===== config.mk =====
export PLATFORM = sky130hd
export DESIGN_NAME = sorted_buffer_pool_allocator_flat
export DESIGN_NICKNAME = d
export VERILOG_FILES = /design/src/hdl/sbpa_pkg.sv /design/src/hdl/sbpa_if.sv /design/src/hdl/sbpa_alu.sv /design/src/hdl/sorted_buffer_pool_allocator.sv /design/src/flat_wrapper.sv
export SDC_FILE = /design/constraint.sdc
export NUM_CORES = 2
export LEC_CHECK = 0
export ABC_CLOCK_PERIOD_IN_PS = 14950
export BUFFER_PORTS_ARGS = -buffer_cell sky130_fd_sc_hd__clkbuf_2
export CELL_PAD_IN_SITES_DETAIL_PLACEMENT = 0
export CELL_PAD_IN_SITES_GLOBAL_PLACEMENT = 1
export CORE_ASPECT_RATIO = 1.25
export CORE_UTILIZATION = 55
export CTS_BUF_LIST = sky130_fd_sc_hd__clkbuf_2
export DETAILED_ROUTE_END_ITERATION = 8
export PLACE_DENSITY_LB_ADDON = 0.1
export SYNTH_ARGS = -nofsm -noshare
export SYNTH_HDL_FRONTEND = slang
export SYNTH_SLANG_ARGS = --single-unit

===== constraint.sdc =====
create_clock -name clk_i -period 14.95 [get_ports clk_i]
set_clock_uncertainty 0.2 [all_clocks]
set_input_delay 1.495 -clock clk_i [delete_from_list [all_inputs] [get_ports clk_i]]
set_output_delay 1.495 -clock clk_i [all_outputs]
set_load 0.005 [all_outputs]

===== src/hdl/sbpa_pkg.sv =====
package sbpa_pkg;

  // table geometry
  localparam int unsigned ENTRIES = 16;
  localparam int unsigned IDX_W   = (ENTRIES > 1) ? $clog2(ENTRIES) : 1;
  localparam int unsigned CNT_W   = $clog2(ENTRIES + 1);

  // payload widths
  localparam int unsigned ADDR_W  = 32;
  localparam int unsigned SIZE_W  = 31;
  localparam int unsigned COUNT_W = 35;

  localparam logic [COUNT_W-1:0] COUNT_MAX = {COUNT_W{1'b1}};

  typedef enum logic [1:0] {
    MODE_LOAD  = 2'd0,
    MODE_ALLOC = 2'd1,
    MODE_FREE  = 2'd2,
    MODE_CLEAR = 2'd3
  } mode_e;

  typedef enum logic [1:0] {
    ST_OK         = 2'd0,
    ST_NO_FIT     = 2'd1,
    ST_NOT_FOUND  = 2'd2,
    ST_TABLE_FULL = 2'd3
  } status_e;

  typedef enum logic [1:0] {
    ALU_CMP = 2'd0,
    ALU_ADD = 2'd1,
    ALU_SUB = 2'd2
  } alu_op_e;

endpackage


===== src/hdl/sbpa_if.sv =====
interface sbpa_req_if;
  import sbpa_pkg::*;

  logic              valid;
  logic              ready;
  mode_e             mode;
  logic [ADDR_W-1:0] address;
  logic [SIZE_W-1:0] byte_size;

  modport source (output valid, output mode, output address, output byte_size, input ready);
  modport sink   (input valid, input mode, input address, input byte_size, output ready);
endinterface

interface sbpa_rsp_if;
  import sbpa_pkg::*;

  logic               valid;
  logic               ready;
  status_e            status;
  logic [ADDR_W-1:0]  granted_address;
  logic [COUNT_W-1:0] free_bytes;
  logic [COUNT_W-1:0] total_bytes;

  modport source (output valid, output status, output granted_address, output free_bytes,
                  output total_bytes, input ready);
  modport sink   (input valid, input status, input granted_address, input free_bytes,
                  input total_bytes, output ready);
endinterface


===== src/hdl/sbpa_alu.sv =====
module sbpa_alu (
  input  sbpa_pkg::alu_op_e                op_i,
  input  logic [sbpa_pkg::COUNT_W-1:0]     a_i,
  input  logic [sbpa_pkg::SIZE_W-1:0]      b_i,
  output logic [sbpa_pkg::COUNT_W-1:0]     res_o,
  output logic                             gt_o
);
  import sbpa_pkg::*;

  logic [COUNT_W:0] sum;
  logic [COUNT_W:0] diff;
  logic             borrow;

  // one adder and one subtractor, shared by the insert, scan and count-update steps of the sequencer
  assign sum    = {1'b0, a_i} + (COUNT_W + 1)'(b_i);
  assign diff   = {1'b0, a_i} - (COUNT_W + 1)'(b_i);
  assign borrow = diff[COUNT_W];

  // a greater than b: no borrow and a nonzero difference
  assign gt_o = !borrow && (diff[COUNT_W-1:0] != '0);

  always_comb begin
    case (op_i)
      ALU_ADD: res_o = sum[COUNT_W] ? COUNT_MAX : sum[COUNT_W-1:0];
      ALU_SUB: res_o = borrow ? '0 : diff[COUNT_W-1:0];
      default: res_o = diff[COUNT_W-1:0];
    endcase
  end

endmodule


===== src/hdl/sorted_buffer_pool_allocator.sv =====
// channel  dir  handshake          payload
// req_i    in   valid / ready      mode, address, byte_size
// rsp_o    out  valid / ready      status, granted_address, free_bytes, total_bytes
//
// one item at a time; req_i.ready is high only while the sequencer is idle
// load: insert pass walks down from the top, then total update, free update and response
// allocate / free: scan upward, then update free count if an entry changes, then respond
// clear goes straight to response; shared compare / add unit handles one entry per cycle
// the response sits in an output register, so rsp_o may stall while the next beat is taken
// rst_ni clears counts and in-use bits at once; no clearing pass
module sorted_buffer_pool_allocator (
  input  logic       clk_i,
  input  logic       rst_ni,
  sbpa_req_if.sink   req_i,
  sbpa_rsp_if.source rsp_o
);
  import sbpa_pkg::*;

  typedef enum logic [2:0] {
    S_IDLE,
    S_INSERT,
    S_SCAN,
    S_ADD_TOTAL,
    S_UPD_FREE,
    S_RESP
  } state_e;

  // buffer table, kept sorted by ascending size
  logic [ADDR_W-1:0]  entry_addr_q [ENTRIES];
  logic [SIZE_W-1:0]  entry_size_q [ENTRIES];
  logic [ENTRIES-1:0] entry_used_q;
  logic [CNT_W-1:0]   count_q;
  logic [COUNT_W-1:0] total_q;
  logic [COUNT_W-1:0] free_q;

  // sequencer state and latched request
  state_e             state_q;
  mode_e              mode_q;
  logic [ADDR_W-1:0]  addr_q;
  logic [SIZE_W-1:0]  size_q;
  logic [CNT_W-1:0]   idx_q;      // scan pointer, or slot being filled on insert
  logic [SIZE_W-1:0]  op_size_q;  // operand for the count update
  logic               sub_q;      // count update subtracts (allocate)
  status_e            status_q;
  logic [ADDR_W-1:0]  grant_q;

  // output register
  logic               out_valid_q;
  status_e            out_status_q;
  logic [ADDR_W-1:0]  out_grant_q;
  logic [COUNT_W-1:0] out_free_q;
  logic [COUNT_W-1:0] out_total_q;

  logic [CNT_W-1:0]   idx_dec;
  logic [IDX_W-1:0]   rd_idx;
  logic [IDX_W-1:0]   wr_idx;
  logic [ADDR_W-1:0]  addr_rd;
  logic [SIZE_W-1:0]  size_rd;
  logic               used_rd;
  logic               scan_end;
  logic               table_full;
  logic               insert_here;

  alu_op_e            alu_op;
  logic [COUNT_W-1:0] alu_a;
  logic [SIZE_W-1:0]  alu_b;
  logic [COUNT_W-1:0] alu_res;
  logic               alu_gt;

  // on insert the entry below the slot is read, otherwise the scanned entry
  assign idx_dec = idx_q - CNT_W'(1);
  assign rd_idx  = (state_q == S_INSERT) ? idx_dec[IDX_W-1:0] : idx_q[IDX_W-1:0];
  assign wr_idx  = idx_q[IDX_W-1:0];
  assign addr_rd = entry_addr_q[rd_idx];
  assign size_rd = entry_size_q[rd_idx];
  assign used_rd = entry_used_q[rd_idx];

  assign scan_end   = (idx_q == count_q);
  assign table_full = (count_q == CNT_W'(ENTRIES));

  // insertion walks down from the top; it stops just above the first entry whose
  // size is not larger, which keeps equal sizes in load order
  assign insert_here = (idx_q == '0) || !alu_gt;

  // operand selection for the shared unit
  always_comb begin
    case (state_q)
      S_INSERT: begin
        alu_op = ALU_CMP;
        alu_a  = COUNT_W'(size_rd);
        alu_b  = size_q;
      end
      S_SCAN: begin
        // request larger than entry means no fit
        alu_op = ALU_CMP;
        alu_a  = COUNT_W'(size_q);
        alu_b  = size_rd;
      end
      S_ADD_TOTAL: begin
        alu_op = ALU_ADD;
        alu_a  = total_q;
        alu_b  = op_size_q;
      end
      S_UPD_FREE: begin
        alu_op = sub_q ? ALU_SUB : ALU_ADD;
        alu_a  = free_q;
        alu_b  = op_size_q;
      end
      default: begin
        alu_op = ALU_CMP;
        alu_a  = free_q;
        alu_b  = op_size_q;
      end
    endcase
  end

  sbpa_alu u_alu (
    .op_i  (alu_op),
    .a_i   (alu_a),
    .b_i   (alu_b),
    .res_o (alu_res),
    .gt_o  (alu_gt)
  );

  assign req_i.ready           = (state_q == S_IDLE);
  assign rsp_o.valid           = out_valid_q;
  assign rsp_o.status          = out_status_q;
  assign rsp_o.granted_address = out_grant_q;
  assign rsp_o.free_bytes      = out_free_q;
  assign rsp_o.total_bytes     = out_total_q;

  // table address and size: shift up one slot per cycle, then drop in the new buffer
  always_ff @(posedge clk_i) begin
    if (state_q == S_INSERT) begin
      if (insert_here) begin
        entry_addr_q[wr_idx] <= addr_q;
        entry_size_q[wr_idx] <= size_q;
      end else begin
        entry_addr_q[wr_idx] <= addr_rd;
        entry_size_q[wr_idx] <= size_rd;
      end
    end
  end

  always_ff @(posedge clk_i or negedge rst_ni) begin
    if (!rst_ni) begin
      state_q      <= S_IDLE;
      mode_q       <= MODE_LOAD;
      addr_q       <= '0;
      size_q       <= '0;
      idx_q        <= '0;
      op_size_q    <= '0;
      sub_q        <= 1'b0;
      status_q     <= ST_OK;
      grant_q      <= '0;
      entry_used_q <= '0;
      count_q      <= '0;
      total_q      <= '0;
      free_q       <= '0;
      out_valid_q  <= 1'b0;
      out_status_q <= ST_OK;
      out_grant_q  <= '0;
      out_free_q   <= '0;
      out_total_q  <= '0;
    end else begin
      // the response state refills the output register itself
      if (rsp_o.ready && (state_q != S_RESP)) begin
        out_valid_q <= 1'b0;
      end

      case (state_q)
        S_IDLE: begin
          if (req_i.valid) begin
            mode_q  <= req_i.mode;
            addr_q  <= req_i.address;
            size_q  <= req_i.byte_size;
            grant_q <= '0;
            case (req_i.mode)
              MODE_LOAD: begin
                if (table_full) begin
                  status_q <= ST_TABLE_FULL;
                  idx_q    <= '0;
                  state_q  <= S_RESP;
                end else begin
                  status_q <= ST_OK;
                  idx_q    <= count_q;
                  state_q  <= S_INSERT;
                end
              end
              MODE_ALLOC, MODE_FREE: begin
                status_q <= ST_OK;
                idx_q    <= '0;
                state_q  <= S_SCAN;
              end
              default: begin
                // clear: empty table, zero both counts
                status_q     <= ST_OK;
                idx_q        <= '0;
                entry_used_q <= '0;
                count_q      <= '0;
                total_q      <= '0;
                free_q       <= '0;
                state_q      <= S_RESP;
              end
            endcase
          end
        end

        S_INSERT: begin
          if (insert_here) begin
            entry_used_q[wr_idx] <= 1'b0;
            count_q              <= count_q + CNT_W'(1);
            op_size_q            <= size_q;
            sub_q                <= 1'b0;
            state_q              <= S_ADD_TOTAL;
          end else begin
            entry_used_q[wr_idx] <= used_rd;
            idx_q                <= idx_dec;
          end
        end

        S_SCAN: begin
          if (scan_end) begin
            status_q <= (mode_q == MODE_ALLOC) ? ST_NO_FIT : ST_NOT_FOUND;
            state_q  <= S_RESP;
          end else if (mode_q == MODE_ALLOC) begin
            // first free entry that fits is the smallest fit
            if (!used_rd && !alu_gt) begin
              entry_used_q[rd_idx] <= 1'b1;
              grant_q              <= addr_rd;
              op_size_q            <= size_rd;
              sub_q                <= 1'b1;
              state_q              <= S_UPD_FREE;
            end else begin
              idx_q <= idx_q + CNT_W'(1);
            end
          end else begin
            if (addr_rd == addr_q) begin
              if (used_rd) begin
                entry_used_q[rd_idx] <= 1'b0;
                op_size_q            <= size_rd;
                sub_q                <= 1'b0;
                state_q              <= S_UPD_FREE;
              end else begin
                // already free: nothing to release
                state_q <= S_RESP;
              end
            end else begin
              idx_q <= idx_q + CNT_W'(1);
            end
          end
        end

        S_ADD_TOTAL: begin
          total_q <= alu_res;
          state_q <= S_UPD_FREE;
        end

        S_UPD_FREE: begin
          free_q  <= alu_res;
          state_q <= S_RESP;
        end

        S_RESP: begin
          if (!out_valid_q || rsp_o.ready) begin
            out_valid_q  <= 1'b1;
            out_status_q <= status_q;
            out_grant_q  <= grant_q;
            out_free_q   <= free_q;
            out_total_q  <= total_q;
            state_q      <= S_IDLE;
          end
        end

        default: begin
          state_q <= S_IDLE;
        end
      endcase
    end
  end

endmodule


===== src/flat_wrapper.sv =====
// flat-port wrapper written by rule: the top's interface ports become plain ports
module sorted_buffer_pool_allocator_flat import sbpa_pkg::*;
  (clk_i, rst_ni, req_i_valid, req_i_mode, req_i_address, req_i_byte_size, req_i_ready, rsp_o_valid, rsp_o_status, rsp_o_granted_address, rsp_o_free_bytes, rsp_o_total_bytes, rsp_o_ready);
  sbpa_req_if req_i_i ();
  sbpa_rsp_if rsp_o_i ();
  input  logic clk_i;
  input  logic rst_ni;
  input wire logic [$bits(req_i_i.valid)-1:0] req_i_valid;
  input wire logic [$bits(req_i_i.mode)-1:0] req_i_mode;
  input wire logic [$bits(req_i_i.address)-1:0] req_i_address;
  input wire logic [$bits(req_i_i.byte_size)-1:0] req_i_byte_size;
  output wire logic [$bits(req_i_i.ready)-1:0] req_i_ready;
  output wire logic [$bits(rsp_o_i.valid)-1:0] rsp_o_valid;
  output wire logic [$bits(rsp_o_i.status)-1:0] rsp_o_status;
  output wire logic [$bits(rsp_o_i.granted_address)-1:0] rsp_o_granted_address;
  output wire logic [$bits(rsp_o_i.free_bytes)-1:0] rsp_o_free_bytes;
  output wire logic [$bits(rsp_o_i.total_bytes)-1:0] rsp_o_total_bytes;
  input wire logic [$bits(rsp_o_i.ready)-1:0] rsp_o_ready;
  assign req_i_i.valid = req_i_valid;
  assign req_i_i.mode = req_i_mode;
  assign req_i_i.address = req_i_address;
  assign req_i_i.byte_size = req_i_byte_size;
  assign req_i_ready = req_i_i.ready;
  assign rsp_o_valid = rsp_o_i.valid;
  assign rsp_o_status = rsp_o_i.status;
  assign rsp_o_granted_address = rsp_o_i.granted_address;
  assign rsp_o_free_bytes = rsp_o_i.free_bytes;
  assign rsp_o_total_bytes = rsp_o_i.total_bytes;
  assign rsp_o_i.ready = rsp_o_ready;
  sorted_buffer_pool_allocator u_core (.clk_i(clk_i), .rst_ni(rst_ni), .req_i(req_i_i), .rsp_o(rsp_o_i));
endmodule

==> reports/results.tsv <==
metric	value	unit
Critical Path AT	13.12	ns
total gr overflow	0	
period utilization	80.0	%
cell mode on critical path	buf_4	
slowest cell on the critical path	nor3_1	
# rows	134	
status	completed	
P&R area growth vs syn	10.1	%
first-pass GRT wire length	253000	um
Top Ports	175	
total of max-cap violations	0	
Setup Viol. Count Final	0	
count of antenna-violating nets left after detailed routing	0	
clock buffer depth	4	
syn_area_per_cell	14.9	um2
largest net degree at the start of global routing	113	
vias	38200	
WHS Path Cells	3	
crit-path max cell delay	1.00	ns
Async S/R FF share, synth	24.9	%
Design Area, Final	0.0655	mm2
worst r2r path cells	25	
synth unique cells	88	
Max Freq	83.6	MHz
drt pass-1 iters	6	
die area	0.109	mm2
detailed placer's ending HPWL	104000	um
most frequent cells in the layout	1008 x edfxtp_1, 641 x clkbuf_2, 505 x nand2_1	
Hold Vio Cnt, Final	0	
port buffer count	174	
setup TNS	0	ns
Tmin final	11.96	ns
number of synthesized flops with an enable pin	1008	
RSZ-0062 raised after global routing	false	
Post-Place Setup Slack	3.18	ns
Total GRT Usage	32.1	%
Rel. slew slack	10.4	%
Post-Syn Instances	4000	
Pins Over Slew Limit	0	
Reg area	0.0387	mm2
sequential fraction of the synthesis area	65.0	%
clock sinks	1343	
Post-Syn Area	0.0595	mm2
Worst Path Class, Setup	reg2reg	
post-route setup slack	2.99	ns
Die Wd	296	um
Post-Syn Nets	4145	
element type at the critical path start	flop	
CTS tree	yes	
Starting Density	55.6	%
placed cell area	0.0620	mm2
ys flop type	edfxtp_1	
worst-margin pin slew	1.34	ns
vias in the first global route	39000	
H-Tree Depth	5	
chip height	370	um
Fill cells	8411	
commonest non-fill, non-tap cell in the layout	edfxtp_1	
Placer Congestion	0.964	
DRT iter0 DRCs	3973	
clk slew on worst S/H paths	0.11	ns
Nets	4544	
Finished Layout Cells	6060	
yosys warns	0	
CP endpoint kind	flop	
CTS buffer count	328	
Yosys reg bits	1343	
required time worst endpoint	16.11	ns
vias per inst	6.30	
placed cell count	5430	
worst skew pair latency	1.65	ns
worst min path class	in2reg	
CORE AREA	0.107	mm2
final WL	173000	um
area occupied by multi-input gates	0.0198	mm2
CP Max Fanout	57	
clock root buffer	clkbuf_2	
initial antenna violation count	7	
share of post-route cells with drive strength above 1	28.0	%
drt drc	0	
WL per Instance	28.5	um
cells by family after synthesis:
kind of cell | Yosys count | synth area share (%)
buf+inv | 328 | 2.29
mux | 498 | 14.4
flops | 1343 | 65.0
compound gates | 740 | 8.60
xor+xnor | 72 | 1.06
fa+ha+maj | 76 | 1.62
simple gates | 943 | 7.00
registers in the layout (all words and copies together) (netlist names):
register                      cells
u_core.rsp_o.granted_address     32
u_core.mode_q                     2
u_core.rsp_o.free_bytes          35
u_core.size_q                    31
u_core.status_q                   2
u_core.entry_used_q              16
u_core.rsp_o.valid                1
u_core.grant_q                   32
u_core.free_q                    35
u_core.total_q                   35
u_core.addr_q                    32
u_core.count_q                    5
u_core.rsp_o.total_bytes         35
u_core.rsp_o.status               2
u_core.op_size_q                 31
u_core.entry_size_q             496
u_core.idx_q                      5
u_core.sub_q                      1
u_core.entry_addr_q             512
u_core.state_q                    3
worst max-delay path, delay by kind of cell, from the launching register on:
family / cells / cell delay (ns)
fa+ha+maj: 2 / 1.20
buf+inv: 6 / 2.60
xor+xnor: 1 / 0.10
flops: 1 / 0.36
mux: 2 / 0.90
compound gates: 6 / 1.67
simple gates: 8 / 4.55
Yosys cell counts (all sizes together), types with 11 or more instances:
master | count | area [um2]
a21oi | 108 | 541
a211oi | 17 | 138
edfxtp | 1008 | 30300
ha | 74 | 926
nand2b | 19 | 119
o21ai | 144 | 721
nand4 | 16 | 100
or2 | 14 | 87.6
a22o | 61 | 534
mux4 | 256 | 5770
o21bai | 16 | 120
o31ai | 23 | 173
buf | 73 | 404
o2bb2ai | 21 | 184
nand3 | 29 | 145
nor2 | 196 | 736
xor2 | 32 | 280
a21o | 25 | 188
and2 | 13 | 81.3
nor4 | 19 | 125
inv | 76 | 285
xnor2 | 40 | 350
o22ai | 41 | 257
dfrtp | 335 | 8380
a22oi | 151 | 1130
a32oi | 12 | 105
nor2b | 16 | 100
or3 | 12 | 75.1
clkbuf | 176 | 662
o211ai | 11 | 87.6
nand2 | 507 | 1900
a31oi | 19 | 125
o221ai | 13 | 114
nor3 | 60 | 310
mux2 | 235 | 2760
final cells by class:
class,instances,area share [%]
antenna,3,0.0115
timing repair buffer,318,3.31
tap,1428,2.73
sequential,1343,59.0
multi-input combinational,2329,30.2
clock buffer,468,3.58
inverter,79,0.453
clock inverter,92,0.711
what timing repair did:
| item | CTS | global route |
|---|---|---|
| setup buffers | 0 | 0 |
| gates resized for setup | 0 | 0 |
| hold buffers | 67 | 0 |
| hold endpoints to repair | 145 | 0 |
per-layer routing:
layer | up-vias | wire length [um] | track usage, % | part of all wire, %
li1 | 16500 | - | - | -
met1 | 19500 | 67100 | 41.2 | 39
met2 | 1817 | 86200 | 52.9 | 50
met3 | 347 | 12000 | 5.69 | 6.9
met4 | 6 | 7280 | 15.2 | 4.2
met5 | - | 35 | 0 | 0.020
per-stage QoR:
| step | utilization (%) | hold slack, ns |
|---|---|---|
| final | 61.2 | 0.245 |
| after global routing | 61.2 | 0.122 |
| after CTS | 61.2 | 0.0135 |
| after detailed placement | 58.0 | 0.285 |
| after global placement | 58.0 | 0.278 |
| after floorplan | - | 0.251 |
worst paths after layout:
check | from | to | slack, ns
worst max register to register | u_core.state_q[0] | u_core.op_size_q[21] | 2.99
worst max-delay path | u_core.state_q[0] | u_core.op_size_q[21] | 2.99
worst min-delay path | req_i_valid | u_core.state_q[0] | 0.24
max in group asynchronous | rst_ni | u_core.rsp_o.granted_address[15] | 11.77
min in group asynchronous | rst_ni | u_core.size_q[18] | 0.27
worst min register to register | u_core.total_q[8] | u_core.rsp_o.total_bytes[8] | 0.28
Power is left out: the tool's default activity adds up to more than one toggle a clock period on the data nets, which glitch-free logic cannot reach.
